`src/rtl/core/b64e_pkg.sv`:
```
// ============================================================================
// b64e_pkg
// Shared widths, character codes, the group type and the sextet-to-character
// mapping of the streaming base64 encoder.
// ============================================================================
package b64e_pkg;

	localparam int BYTE_W = 8;
	localparam int CHAR_W = 7;

	// Character codes used by the encoder.
	localparam logic [CHAR_W-1:0] CH_UPPER_A = 7'd65;  // 'A'
	localparam logic [CHAR_W-1:0] CH_LOWER_OFS = 7'd71;  // 'a' minus 26
	localparam logic [CHAR_W-1:0] CH_DIGIT_OFS = 7'd4;   // 52 minus '0'
	localparam logic [CHAR_W-1:0] CH_PLUS = 7'd43;  // '+'
	localparam logic [CHAR_W-1:0] CH_SLASH = 7'd47;  // '/'
	localparam logic [CHAR_W-1:0] CH_MINUS = 7'd45;  // '-'
	localparam logic [CHAR_W-1:0] CH_UNDERSCORE = 7'd95;  // '_'
	localparam logic [CHAR_W-1:0] PAD_STD = 7'd61;  // '='
	localparam logic [CHAR_W-1:0] PAD_URL = 7'd46;  // '.'

	localparam logic [5:0] SEXTET_UPPER_END = 6'd26;
	localparam logic [5:0] SEXTET_LOWER_END = 6'd52;
	localparam logic [5:0] SEXTET_DIGIT_END = 6'd62;
	localparam logic [5:0] SEXTET_MARK_62 = 6'd62;

	// One finished group: three bytes (missing ones zero), how many of them
	// are real (1 to 3), and whether it closes the message.
	typedef struct packed {
		logic [3*BYTE_W-1:0] bits;
		logic [1:0]          nbytes;
		logic                eom;
	} b64e_group_t;

	function automatic logic [CHAR_W-1:0] sextet_to_char(input logic [5:0] v,
		input logic url);
		logic [CHAR_W-1:0] c;
		logic [CHAR_W-1:0] v_ext;
		v_ext = {1'b0, v};
		if (v < SEXTET_UPPER_END) begin
			c = CH_UPPER_A + v_ext;
		end else if (v < SEXTET_LOWER_END) begin
			c = CH_LOWER_OFS + v_ext;
		end else if (v < SEXTET_DIGIT_END) begin
			c = v_ext - CH_DIGIT_OFS;
		end else if (v == SEXTET_MARK_62) begin
			c = url ? CH_MINUS : CH_PLUS;
		end else begin
			c = url ? CH_UNDERSCORE : CH_SLASH;
		end
		return c;
	endfunction

endpackage

```
`src/rtl/core/b64e_byte_if.sv`:
```
// ============================================================================
// b64e_byte_if
// Byte stream channel: valid/ready handshake with one message byte per beat.
// ============================================================================
interface b64e_byte_if import b64e_pkg::*; ();
	logic              valid;
	logic              ready;
	logic [BYTE_W-1:0] data_byte;
	logic              end_of_message;

	modport source (output valid, output data_byte, output end_of_message, input ready);
	modport sink (input valid, input data_byte, input end_of_message, output ready);
endinterface

```
`src/rtl/core/b64e_char_if.sv`:
```
// ============================================================================
// b64e_char_if
// Character stream channel: valid/ready handshake with one ASCII character
// per beat.
// ============================================================================
interface b64e_char_if import b64e_pkg::*; ();
	logic              valid;
	logic              ready;
	logic [CHAR_W-1:0] out_char;
	logic              last_char;

	modport source (output valid, output out_char, output last_char, input ready);
	modport sink (input valid, input out_char, input last_char, output ready);
endinterface

```
`src/rtl/core/base64_stream_encoder_core.sv`:
```
// ============================================================================
// base64_stream_encoder_core
// Streaming base64 encoder: message bytes in, ASCII characters out.
// ============================================================================
// The block takes a message one byte per beat on "bytes", the final byte
// flagged by end_of_message, and sends base64 characters one per beat on
// "chars". Every group of three bytes gives four characters; a message that
// ends on a partial group is zero-filled and padded to four characters with
// '=' (standard alphabet, +/) or '.' (URL alphabet, -_), chosen by the one
// configuration bit written through cfg_write_en/cfg_write_data, which
// should only change while the block is idle. The final character of every
// message carries last_char. Rate: a byte is taken in any cycle in which the
// group register ahead of the character stage is free, so bytes that do not
// finish a group pass at one per cycle, while every finished group occupies
// the character stage for its four characters, one per output beat. A steady
// stream therefore gives four characters per three bytes, set by the single
// output beat per cycle; a message of one byte still gives four characters.
// The first character of a group follows the byte that closes it through the
// group register, the character stage's group buffer and the output register.

module base64_stream_encoder_core import b64e_pkg::*; (
	input logic         clk,
	input logic         arst_n,
	input logic         cfg_write_en,
	input logic         cfg_write_data,
	b64e_byte_if.sink   bytes,
	b64e_char_if.source chars
);

	// Alphabet selection: 0 standard with '=' padding, 1 URL-safe with '.'.
	logic url_q;

	// Finished group handed from the byte packer to the character stage.
	logic        grp_valid;
	logic        grp_ready;
	b64e_group_t grp;

	always_ff @(posedge clk or negedge arst_n) begin
		if (!arst_n) begin
			url_q <= 1'b0;
		end else if (cfg_write_en) begin
			url_q <= cfg_write_data;
		end
	end

	// The packer keeps the group position and the held bytes, and registers
	// each group as soon as it is complete or the message ends.
	b64e_pack u_pack (
		.clk       (clk),
		.arst_n    (arst_n),
		.bytes     (bytes),
		.grp_valid (grp_valid),
		.grp_ready (grp_ready),
		.grp       (grp)
	);

	// The character stage buffers one group, so the packer can already hold
	// the next one while the current group is still being sent.
	b64e_emit u_emit (
		.clk       (clk),
		.arst_n    (arst_n),
		.url       (url_q),
		.grp_valid (grp_valid),
		.grp_ready (grp_ready),
		.grp       (grp),
		.chars     (chars)
	);

endmodule

```
`src/rtl/core/b64e_pack.sv`:
```
// ============================================================================
// b64e_pack
// Gathers incoming bytes into groups of three and registers each finished
// (or message-closing) group for the character stage.
// ============================================================================
module b64e_pack import b64e_pkg::*; (
	input  logic        clk,
	input  logic        arst_n,
	b64e_byte_if.sink   bytes,
	output logic        grp_valid,
	input  logic        grp_ready,
	output b64e_group_t grp
);

	logic [1:0]        pos_q;
	logic [15:0]       pend_q;
	logic              grp_valid_s1;
	b64e_group_t       grp_s1;

	logic              accept;
	logic [1:0]        pos_eff;
	logic [1:0]        nbytes;
	logic              flush;
	logic [BYTE_W-1:0] b0;
	logic [BYTE_W-1:0] b1;
	logic [BYTE_W-1:0] b2;

	assign bytes.ready = !grp_valid_s1 || grp_ready;
	assign accept = bytes.valid && bytes.ready;

	// Position three never occurs; it is folded onto two.
	assign pos_eff = (pos_q == 2'd3) ? 2'd2 : pos_q;
	assign nbytes = pos_eff + 2'd1;
	assign flush = (nbytes == 2'd3) || bytes.end_of_message;

	always_comb begin
		b0 = (pos_eff == 2'd0) ? bytes.data_byte : pend_q[15:8];
		b1 = '0;
		b2 = '0;
		if (pos_eff == 2'd1) begin
			b1 = bytes.data_byte;
		end else if (pos_eff == 2'd2) begin
			b1 = pend_q[7:0];
			b2 = bytes.data_byte;
		end
	end

	always_ff @(posedge clk or negedge arst_n) begin
		if (!arst_n) begin
			pos_q <= '0;
			pend_q <= '0;
			grp_valid_s1 <= 1'b0;
		end else begin
			if (accept) begin
				if (flush) begin
					pos_q <= '0;
					pend_q <= '0;
				end else begin
					pos_q <= nbytes;
					pend_q <= (pos_eff == 2'd0) ? {bytes.data_byte, 8'h00}
						: {pend_q[15:8], bytes.data_byte};
				end
			end
			if (accept && flush) begin
				grp_valid_s1 <= 1'b1;
			end else if (grp_ready) begin
				grp_valid_s1 <= 1'b0;
			end
		end
	end

	always_ff @(posedge clk) begin
		if (accept && flush) begin
			grp_s1.bits <= {b0, b1, b2};
			grp_s1.nbytes <= nbytes;
			grp_s1.eom <= bytes.end_of_message;
		end
	end

	assign grp_valid = grp_valid_s1;
	assign grp = grp_s1;

	a_pos_range: assert property (@(posedge clk) disable iff (!arst_n)
		pos_q != 2'd3)
		else $error("group position reached three");

	a_eom_clears: assert property (@(posedge clk) disable iff (!arst_n)
		accept && bytes.end_of_message |=> pos_q == 2'd0 && pend_q == 16'h0000)
		else $error("group state not cleared after end of message");

	a_group_holds: assert property (@(posedge clk) disable iff (!arst_n)
		grp_valid_s1 && !grp_ready |=> grp_valid_s1 && $stable(grp_s1))
		else $error("pending group lost or changed while stalled");

endmodule

```
`src/rtl/core/b64e_emit.sv`:
```
// ============================================================================
// b64e_emit
// Holds one group and sends its four characters, one per beat, through a
// registered output.
// ============================================================================
module b64e_emit import b64e_pkg::*; (
	input  logic        clk,
	input  logic        arst_n,
	input  logic        url,
	input  logic        grp_valid,
	output logic        grp_ready,
	input  b64e_group_t grp,
	b64e_char_if.source chars
);

	logic              buf_valid_q;
	b64e_group_t       buf_q;
	logic [1:0]        cnt_q;
	logic              out_valid_q;
	logic [CHAR_W-1:0] out_char_q;
	logic              out_last_q;

	logic              adv;
	logic              done;
	logic [5:0]        sextet;
	logic              is_data;
	logic [CHAR_W-1:0] char_d;
	logic              last_d;

	assign adv = buf_valid_q && (!out_valid_q || chars.ready);
	assign done = adv && (cnt_q == 2'd3);
	assign grp_ready = !buf_valid_q || done;

	always_comb begin
		case (cnt_q)
			2'd0: sextet = buf_q.bits[23:18];
			2'd1: sextet = buf_q.bits[17:12];
			2'd2: sextet = buf_q.bits[11:6];
			default: sextet = buf_q.bits[5:0];
		endcase
	end

	// A group of n real bytes yields n+1 data characters, the rest is padding.
	assign is_data = cnt_q <= buf_q.nbytes;
	assign char_d = is_data ? sextet_to_char(sextet, url) : (url ? PAD_URL : PAD_STD);
	assign last_d = buf_q.eom && (cnt_q == 2'd3);

	always_ff @(posedge clk or negedge arst_n) begin
		if (!arst_n) begin
			buf_valid_q <= 1'b0;
			cnt_q <= '0;
			out_valid_q <= 1'b0;
		end else begin
			if (grp_ready) begin
				buf_valid_q <= grp_valid;
			end
			// The count wraps to zero on the fourth character, ready for the next group.
			if (adv) begin
				cnt_q <= cnt_q + 2'd1;
			end
			if (adv) begin
				out_valid_q <= 1'b1;
			end else if (chars.ready) begin
				out_valid_q <= 1'b0;
			end
		end
	end

	always_ff @(posedge clk) begin
		if (grp_valid && grp_ready) begin
			buf_q <= grp;
		end
		if (adv) begin
			out_char_q <= char_d;
			out_last_q <= last_d;
		end
	end

	assign chars.valid = out_valid_q;
	assign chars.out_char = out_char_q;
	assign chars.last_char = out_last_q;

	a_idle_count: assert property (@(posedge clk) disable iff (!arst_n)
		!buf_valid_q |-> cnt_q == 2'd0)
		else $error("character count not at start while no group is held");

	a_adv_fills: assert property (@(posedge clk) disable iff (!arst_n)
		adv |=> out_valid_q)
		else $error("output register empty after a character was produced");

	a_last_marked: assert property (@(posedge clk) disable iff (!arst_n)
		done && buf_q.eom |=> out_valid_q && out_last_q)
		else $error("closing character of a message not marked");

endmodule

```
`src/flat_wrapper.sv`:
```
// flat-port wrapper written by rule: the top's interface ports become plain ports
module base64_stream_encoder_core_flat import b64e_pkg::*;
  (clk, arst_n, cfg_write_en, cfg_write_data, bytes_valid, bytes_data_byte, bytes_end_of_message, bytes_ready, chars_valid, chars_out_char, chars_last_char, chars_ready);
  b64e_byte_if bytes_i ();
  b64e_char_if chars_i ();
  input logic clk;
  input logic arst_n;
  input logic cfg_write_en;
  input logic cfg_write_data;
  input wire logic [$bits(bytes_i.valid)-1:0] bytes_valid;
  input wire logic [$bits(bytes_i.data_byte)-1:0] bytes_data_byte;
  input wire logic [$bits(bytes_i.end_of_message)-1:0] bytes_end_of_message;
  output wire logic [$bits(bytes_i.ready)-1:0] bytes_ready;
  output wire logic [$bits(chars_i.valid)-1:0] chars_valid;
  output wire logic [$bits(chars_i.out_char)-1:0] chars_out_char;
  output wire logic [$bits(chars_i.last_char)-1:0] chars_last_char;
  input wire logic [$bits(chars_i.ready)-1:0] chars_ready;
  assign bytes_i.valid = bytes_valid;
  assign bytes_i.data_byte = bytes_data_byte;
  assign bytes_i.end_of_message = bytes_end_of_message;
  assign bytes_ready = bytes_i.ready;
  assign chars_valid = chars_i.valid;
  assign chars_out_char = chars_i.out_char;
  assign chars_last_char = chars_i.last_char;
  assign chars_i.ready = chars_ready;
  base64_stream_encoder_core u_core (.clk(clk), .arst_n(arst_n), .cfg_write_en(cfg_write_en), .cfg_write_data(cfg_write_data), .bytes(bytes_i), .chars(chars_i));
endmodule
```
`config.mk`:
```
export PLATFORM = sky130hd
export DESIGN_NAME = base64_stream_encoder_core_flat
export DESIGN_NICKNAME = d
export VERILOG_FILES = /design/src/rtl/core/b64e_pkg.sv /design/src/rtl/core/b64e_byte_if.sv /design/src/rtl/core/b64e_char_if.sv /design/src/rtl/core/base64_stream_encoder_core.sv /design/src/rtl/core/b64e_pack.sv /design/src/rtl/core/b64e_emit.sv /design/src/flat_wrapper.sv
export SDC_FILE = /design/constraint.sdc
export NUM_CORES = 1
export LEC_CHECK = 0
export ABC_AREA = 0
export BUFFER_PORTS_ARGS = -buffer_cell sky130_fd_sc_hd__buf_4
export CORE_MARGIN = 8
export CORE_UTILIZATION = 60
export DETAILED_ROUTE_END_ITERATION = 6
export MAX_ROUTING_LAYER = met4
export PLACE_DENSITY = 0.81
export SLEW_MARGIN = 20
export SYNTH_ARGS = -nofsm -noshare
export SYNTH_HDL_FRONTEND = slang
export SYNTH_SLANG_ARGS = --single-unit
```
`constraint.sdc`:
```
create_clock -name clk -period 3.4 [get_ports clk]
set_input_delay 0.17 -clock clk [delete_from_list [all_inputs] [get_ports clk]]
set_output_delay 0.17 -clock clk [all_outputs]
set_load 0.01 [all_outputs]
```
==> results of run 1 <==
==> routing by layer <==
| layer | global-route usage, % | routed length [um] |
|---|---|---|
| met1 | 16.8 | 2740 |
| met5 | - | 0 |
| met3 | 4.96 | 279 |
| met2 | 24.5 | 3110 |
| met4 | 7.67 | 106 |
==> where the power goes <==
part	total [mW]	internal [mW]	switching, mW
Combinational	1.80	0.753	1.05
Sequential	1.75	1.60	0.156
Clock	0.636	0.271	0.365
==> through the flow <==
step | hold WS (ns) | utilization (%) | instances | worst slack, ns | cell area [sq um]
global placement | 0.0880 | 64.7 | 382 | 0.680 | 4020
detailed placement | 0.0936 | 64.7 | 382 | 0.627 | 4020
global route | 0.0330 | 68.1 | 401 | 0.403 | 4220
CTS | 0.0397 | 67.8 | 400 | 0.615 | 4210
floorplan | -0.126 | - | 290 | 0.559 | 3770
finish | 0.0548 | 68.1 | 401 | 0.615 | 4220
==> cell usage after synthesis (all sizes together), types with 3 or more instances <==
master,instances
buf,3
nand2b,3
inv,14
a22o,9
clkbuf,9
mux2i,3
mux2,16
ha,9
o21ai,36
and2,13
nand3,3
a21oi,7
dfrtp,24
nor2,12
a222oi,5
edfxtp,62
nor3,4
nand2,36
==> layout make-up <==
type | count | share of cell area [%]
sequential | 86 | 58.3
multi-input combinational | 178 | 28.4
timing repair buffer | 30 | 5.63
clock buffer | 10 | 3.02
tap | 77 | 2.28
inverter | 14 | 1.24
clock inverter | 6 | 1.10
==> logic make-up (layout without fill, tap and decap cells) <==
| logic type | after synthesis | count (layout) | synth area share, % |
|---|---|---|---|
| XOR/XNOR | 2 | 2 | 0.465 |
| AND/OR/NAND/NOR | 77 | 77 | 9.62 |
| AO/OA/AOI/OAI | 71 | 71 | 12.7 |
| adder cells (fa/ha/maj) | 9 | 9 | 2.99 |
| multiplexers | 19 | 19 | 5.97 |
| buffers and inverters | 26 | 60 | 2.92 |
| flip-flops | 86 | 86 | 65.3 |
==> flip-flops by register name, indices dropped and copies added, names as in the netlist, 2 cells and up <==
signal,count
u_core.u_pack.grp,27
u_core.u_emit.cnt_q,2
u_core.u_pack.pend_q,16
u_core.u_emit.buf_q,27
u_core.u_emit.chars.out_char,7
u_core.u_pack.pos_q,2
==> final timing paths <==
| kind | start | to | cells past startpoint |
|---|---|---|---|
| worst min register to register | u_core.u_pack.grp[2]$_DFFE_PP_ | u_core.u_emit.buf_q[2]$_DFFE_PP_ | 0 |
| worst max-delay path | u_core.u_emit.cnt_q[0]$_DFFE_PN0P_ | u_core.u_emit.chars.out_char[2]$_SDFFCE_PP1P_ | 7 |
| min in group asynchronous | arst_n | u_core.u_pack.pos_q[0]$_DFFE_PN0P_ | 2 |
| worst min-delay path | cfg_write_data | u_core.url_q$_DFFE_PN0P_ | 2 |
| worst max register to register | u_core.u_emit.cnt_q[0]$_DFFE_PN0P_ | u_core.u_emit.chars.out_char[2]$_SDFFCE_PP1P_ | 7 |
| max in group asynchronous | arst_n | u_core.u_pack.pend_q[8]$_DFFE_PN0P_ | 2 |
==> worst register-to-register path, cell delays in order (launching register included) <==
cell and delay [ns]:
sky130_fd_sc_hd__dfrtp_1 0.44, sky130_fd_sc_hd__ha_1 0.51, sky130_fd_sc_hd__mux2i_1 0.70, sky130_fd_sc_hd__inv_1 0.11, sky130_fd_sc_hd__ha_1 0.26, sky130_fd_sc_hd__a21o_1 0.17
sky130_fd_sc_hd__a221oi_2 0.26, sky130_fd_sc_hd__a31oi_1 0.10
==> impl.org, run 1 <==
** Routing
- Iteration count of the initial detailed-routing pass :: 5
- The final layout contains routed wiring with a total length of 6.23 mm.
- Number of vias per cell :: 5.60
- In this run the remaining antenna-violating nets after routing total 0.
- The first routing iteration left 127 violations.
- After detailed routing, the number of remaining DRC violations is 0.
- Summing over every cut layer, the via total after detailed routing is 2246.
- Dividing the detail-routed wire length by the instance count gives 15.5 um.

** Logic synthesis
- After synthesis, the share of flip-flops with an asynchronous set or reset is 27.9%.
- Leading post-synthesis cells by cell area :: sky130_fd_sc_hd__edfxtp_1 49%, sky130_fd_sc_hd__dfrtp_1 16%, sky130_fd_sc_hd__nand2_1 3.6%
- Top cell type by total area after synthesis :: sky130_fd_sc_hd__edfxtp_1
- The number of different library cells used by synthesis comes to 44.
- The top cell type by area accounts for 49.4% of the synthesized area.
- Count of flip-flops with a built-in enable after synthesis :: 62
- Warning count from the yosys run :: 0
- The most used flip-flop cell after synthesis is sky130_fd_sc_hd__edfxtp_1.
- Synthesis handed over a netlist of 290 instances.
- Register bit count reported by yosys :: 86
- Net count of the mapped netlist :: 314
- Each instance of the synthesized netlist takes up on average 13.0 sq um.
- Summing every instance area after synthesis gives 3770 sq um.
- Sequential area share after synthesis :: 65.3%

** Setup path
- Most used cell, CP :: sky130_fd_sc_hd__ha_1
- STA classifies the critical path startpoint as a flip-flop.
- Highest cell delay on the worst timing path :: 0.70 ns
- The signal on the critical path passes through ha_1, mux2i_1, inv_1, ha_1, a21o_1, a221oi_2, a31oi_1.
- Endpoint arrival time on the critical path :: 2.88 ns
- On the critical path the largest part of the delay comes from adder cells.
- The critical path is of the reg2reg type.
- In this run the register-to-register setup slack is 0.61 ns.
- The number of buffers and inverters on the critical path is 1.
- CP max stage cell :: sky130_fd_sc_hd__mux2i_1
- Critical path capture point type :: flip-flop
- Of all nets on the critical path, the largest fanout is 11.
- Required @ worst endpoint :: 3.49 ns

** Placed design
- During placement, the flow inserted port buffers numbering 24.
- The HPWL after detailed placement is 4.45 mm.
- The congestion estimate from routability-driven global placement came to 0.891.

** Clocking
- Quantity of gates resized following cts :: 0
- Number of clock sinks :: 86
- Cts bufs inserted :: 9
- After clock tree synthesis, the clock-pin slew on the worst setup and hold paths is 0.08 ns.
- The clock tree synthesis step divided the H-tree into 3 levels.
- Post-CTS repair timing setup buffer count :: 0
- Cts-stage hold buffer count :: 2
- No sink is reached through more buffers than the 2 on the longest clock path.
- In this run the clock root is driven by a sky130_fd_sc_hd__clkbuf_8.
- Clock tree from TritonCTS :: yes
- The later pin in the worst-skew pair is clocked with a latency of 0.35 ns.

** Timing
- Slew Viols, Final :: 0
- After layout, the worst path uses 81.9% of the clock period.
- Setup violations remaining at the end of the flow were counted as 0.
- Slew at the pin with the worst max-slew slack :: 0.736 ns
- Final critical-path required period :: 2.79 ns
- For the final database, setup skew stands at 0.00749 ns.
- Measured against its own limit, the worst slew margin works out to 49.5%.
- Maximum clock frequency :: 359 MHz
- Final setup TNS :: 0 ns
- The final count of hold timing violations came to 0.
- Setup repair after global routing left no endpoint under its margin.

** Cells and area
- Across the whole layout, storage elements account for 2460 sq um.
- For this run, the post-layout net count is 343.
- In the final layout, the share of cells above drive strength 1 is 21.3%.
- The number of antenna diodes in the final layout is 0.
- Number of fill cells :: 422
- The library cell used most frequently in the layout, excluding fill and tap cells, is sky130_fd_sc_hd__edfxtp_1.
- Layout Area Growth over Synthesis :: 12.0%
- The library cells used most frequently in the layout, excluding fill and tap cells, are 62 x sky130_fd_sc_hd__edfxtp_1, 36 x sky130_fd_sc_hd__nand2_1, 27 x sky130_fd_sc_hd__buf_4.
- The multi-input combinational cells in the finished layout cover a total of 1200 sq um.

** Min path
- The tightest min-delay check is of the in2reg type.

** Global routing
- Global-route wire length before repair :: 10.3 mm
- Largest net degree at the start of global routing :: 28
- Remaining Overflow, GRT :: 0
- Number of global-route vias before repair :: 2236
- Across every metal layer, demand over resource in global routing totals 15.3%.
- The number of antenna violations at the first check in global routing came to 0.

** Pwr
- Total power :: 4.19 mW
- VDD sags by at most 741 uV.
- Power Density :: 992 nW/um^2
- P_leak :: 1.64 nW

** Floorplan
- Floorplan die area :: 9080 sq um
- In this run the count of I/O pins placed on the die edge is 25.
- Effective utilization at floorplan :: 60.8%
- Die X :: 95.3 um
- Core area :: 6200 sq um
- Num rows :: 29
- From bottom edge to top edge, the die measures 95.3 um.

** Outcome
- Result of the run :: completed

** Flow run
- The tool flagged a number of max-cap violations equal to 0.
No activity file was read; power rests on OpenSTA's default activity.
==> run 2, diff against run 1 <==
--- a/config.mk
+++ b/config.mk
@@ -8,10 +8,10 @@
 export ABC_AREA = 0
 export BUFFER_PORTS_ARGS = -buffer_cell sky130_fd_sc_hd__buf_4
 export CORE_MARGIN = 8
-export CORE_UTILIZATION = 60
+export CORE_UTILIZATION = 54
 export DETAILED_ROUTE_END_ITERATION = 6
 export MAX_ROUTING_LAYER = met4
-export PLACE_DENSITY = 0.81
+export PLACE_DENSITY = 0.77
 export SLEW_MARGIN = 20
 export SYNTH_ARGS = -nofsm -noshare
 export SYNTH_HDL_FRONTEND = slang
==> constraint.sdc (replaced) <==
create_clock -name clk -period 2.5 [get_ports clk]
set_input_delay 0.125 -clock clk [delete_from_list [all_inputs] [get_ports clk]]
set_output_delay 0.125 -clock clk [all_outputs]
set_load 0.01 [all_outputs]
==> run 2 against run 1 <==
  * First-iteration DRC count increased by 17%
  * Final area is 4.1% higher
  * Highest routed layer unchanged
  * Utilization decreased by 3.3 points
  * Largest cell class unchanged
  * Sequential power up 36%
  * Wire length up 4.1%
  * Global-route usage shrank 1.2 points
  * Maximum frequency is 16% higher
  * Clock skew grew 0.0044 ns
  * Clock power is 71% higher
  * Die area up 9.2%
  * Critical endpoint is now u_core.u_emit.chars.out_char[4]$_DFFE_PP_
==> impl.org, run 2 (synthesis gave the netlist of run 1 again) <==
** Outcome
- The run finished with clean final reports.

** Placed design
- Post-Place Cells :: 409 (+7.1%)
- The weighted congestion reported at the end of routability-driven placement is 0.839 (-5.8%).
- Count of buffers from port buffering :: 24 (unchanged)
- Dpl hpwl :: 4.58 mm (+2.8%)

** Setup path
- Combined buffer and inverter count along the critical path :: 1 (unchanged)
- Dominant delay contributor by cell family on the critical path :: compound AO/OA/AOI/OAI gates
- Most used cell, CP :: sky130_fd_sc_hd__ha_1
- Traced cell by cell, the critical path runs through buf_4, ha_1, a222oi_1, mux2_4, ha_1, nand2_1, a31o_1, o22ai_1, a31oi_1.
- The maximum single-stage delay on the critical path is 0.41 ns (-0.29 ns).
- The data arrival time of the critical path is 2.48 ns (-0.40 ns).
- The register-to-register setup slack is 0.10 ns (-0.51 ns).
- By startpoint and endpoint, the worst setup path is classified as reg2reg.
- Required @ worst endpoint :: 2.59 ns (-0.90 ns)
- Critical path capture point type :: flip-flop
- STA classifies the critical path startpoint as a flip-flop.
- The critical-path maximum fanout was 6 (-5).
- CP max stage cell :: sky130_fd_sc_hd__dfrtp_1

** Timing
- Period Utilization, post-route :: 95.8% (+14 points)
- The maximum clock frequency is 418 MHz (+16%).
- Slew at the pin with the worst max-slew slack :: 0.694 ns (-0.0415 ns)
- Final setup TNS :: 0 ns (unchanged)
- Slew Viols, Final :: 0 (unchanged)
- Worst slew slack as a fraction of its limit :: 53.6% (+4.1 points)
- Fin Clk Skew :: 0.0119 ns (+0.00445 ns)
- Hold Vio Cnt, Final :: 0 (unchanged)
- RSZ-0062 raised after global routing :: no
- Final setup fails :: 0 (unchanged)
- The minimum period implied by the final worst setup slack was 2.40 ns (-0.390 ns).

** Cells and area
- Final standard cell count with taps included and fillers excluded :: 432 (+7.7%)
- In the layout the commonest cells are 62 x sky130_fd_sc_hd__edfxtp_1, 40 x sky130_fd_sc_hd__buf_4, 36 x sky130_fd_sc_hd__nand2_1.
- The number of fill cells in the layout came to 492 (+17%).
- Total area of multi-input combinational cells :: 1210 sq um (+0.94%)
- The number of nets in the layout was 355 (+3.5%).
- Sequential cell area :: 2460 sq um (about the same)
- Most common cell after layout, fill and taps aside :: sky130_fd_sc_hd__edfxtp_1
- Layout Area Growth over Synthesis :: 16.7%
- Antenna Cells :: 0 (unchanged)
- Share of final-layout standard cells stronger than drive strength 1 :: 25.6% (+4.3 points)

** Routing
- The antenna violation net count after detailed routing is 0 (unchanged).
- Average wire per cell in the routed design :: 15.0 um (-3.3%)
- The count of unresolved DRC violations after routing is 0 (unchanged).
- Number of vias per cell :: 5.34 (-4.6%)
- The DRC marker count from the first detailed-route iteration is 149 (+17%).
- The detailed-route wire length is 6.49 mm (+4.1%).
- The vias after detailed routing was 2309 (+2.8%).
- The number of detailed-route iterations in the first pass is 6 (+1).

** Clocking
- Number of clock sinks :: 86 (unchanged)
- Clock-pin transition on the worst setup and hold timing paths :: 0.09 ns (about the same)
- The clock latency of the later-clocked register in the worst-skew pair came to 0.34 ns (about the same).
- TritonCTS built the clock tree.
- Maximum level of the CTS H-tree :: 3 (unchanged)
- The maximum count of clock buffers along a single path was 2 (unchanged).
- The tree is rooted in a sky130_fd_sc_hd__clkbuf_8.
- The total CTS buffers was 9 (unchanged).

** Global routing
- Remaining Overflow, GRT :: 0 (unchanged)
- Initial antenna violation count :: 0 (unchanged)
- Number of global-route vias before repair :: 2272 (+1.6%)
- Largest net degree at the start of global routing :: 28 (unchanged)
- Global-route total usage across every layer :: 14.1% (-1.2 points)
- The first-pass GRT wire length is 10.7 mm (+4.5%).

** Floorplan
- The horizontal die dimension came to 99.6 um (+4.5%).
- The initial cell density of the core was 55.5% (-5.3 points).
- The die footprint is 9910 sq um (+9.2%).
- I/O pins :: 25 (unchanged)
- The height of the die came to 99.6 um (+4.5%).
- The placeable core region was 6790 sq um (+9.5%).
- The number of standard-cell rows in the floorplan was 30 (+3.4%).

** Pwr
- The leakage power figure is 1.72 nW (+5.2%).
- Total power :: 6.13 mW (+46%)
- Max rail drop VDD :: 873 uV (+18%)
- The power density over the cells came to 1390 nW/um^2 (+41%).

** Min path
- The path class of the tightest hold or removal check is in2reg.

** Flow run
- The max-cap check violation count was 0 (unchanged).
-- run 2: cell count changes in the layout (fill, tap and decap cells not counted), moves of 2 or more --
cell | previous run | this run
sky130_fd_sc_hd__ha_1 | 9 | 6
sky130_fd_sc_hd__buf_4 | 27 | 40
sky130_fd_sc_hd__bufinv_16 | 0 | 2
sky130_fd_sc_hd__ha_2 | 0 | 3
sky130_fd_sc_hd__clkinvlp_4 | 2 | 0
-- run 2: per-stage QoR --
stage	worst slack, ns	util, %	hold slack (ns)	area (sq um)
floorplan	0.0957	-	-0.171	3770
CTS	0.0112	64.0	0.00806	4350
global route	0.0122	64.8	0.000510	4400
global placement	0.0984	60.3	0.0448	4100
finish	0.105	64.8	0.0275	4400
detailed placement	0.0324	60.3	0.0487	4100
-- run 2: per-layer routing --
| metal | global-route usage (%) | wire [um] | up-vias |
|---|---|---|---|
| li1 | - | - | 1147 |
| met1 | 16.5 | 2880 | 1083 |
| met2 | 22.4 | 3230 | 69 |
| met3 | 4.12 | 282 | 10 |
| met4 | 5.47 | 95 | 0 |
| met5 | - | 0 | - |
-- run 2: power by group --
group          internal, mW  switching, mW  total (mW)
clock network         0.603          0.487        1.09
logic                  1.17           1.49        2.66
registers              2.17          0.206        2.38
total                  3.95           2.18        6.13
-- run 2: layout make-up --
type / instances / share of cell area, %
clock buffer: 11 / 3.21
clock inverter: 5 / 2.02
inverter: 14 / 1.19
multi-input combinational: 178 / 27.6
sequential: 86 / 56.0
tap: 96 / 2.73
timing repair buffer: 42 / 7.28
-- run 2: what timing repair did --
| item | 4_1_cts | 5_1_grt |
|---|---|---|
| hold buffers | 2 | 0 |
| gates resized for setup | 0 | 5 |
| buffers inserted | 0 | 5 |
| endpoints found under the setup margin | 0 | 5 |
| hold endpoints to repair | 25 | 0 |
-- run 2: final timing paths --
| kind | endpoint | cells past startpoint | from |
|---|---|---|---|
| min | u_core.url_q$_DFFE_PN0P_ | 2 | cfg_write_data |
| min reg2reg | u_core.u_emit.buf_q[25]$_DFFE_PP_ | 0 | u_core.u_pack.grp[25]$_DFFE_PP_ |
| min in group asynchronous | u_core.u_emit.cnt_q[1]$_DFFE_PN0P_ | 2 | arst_n |
| max in group asynchronous | u_core.u_emit.cnt_q[0]$_DFFE_PN0P_ | 2 | arst_n |
| max reg2reg | u_core.u_emit.chars.out_char[4]$_DFFE_PP_ | 9 | u_core.u_emit.cnt_q[1]$_DFFE_PN0P_ |
| max | u_core.u_emit.chars.out_char[4]$_DFFE_PP_ | 9 | u_core.u_emit.cnt_q[1]$_DFFE_PN0P_ |
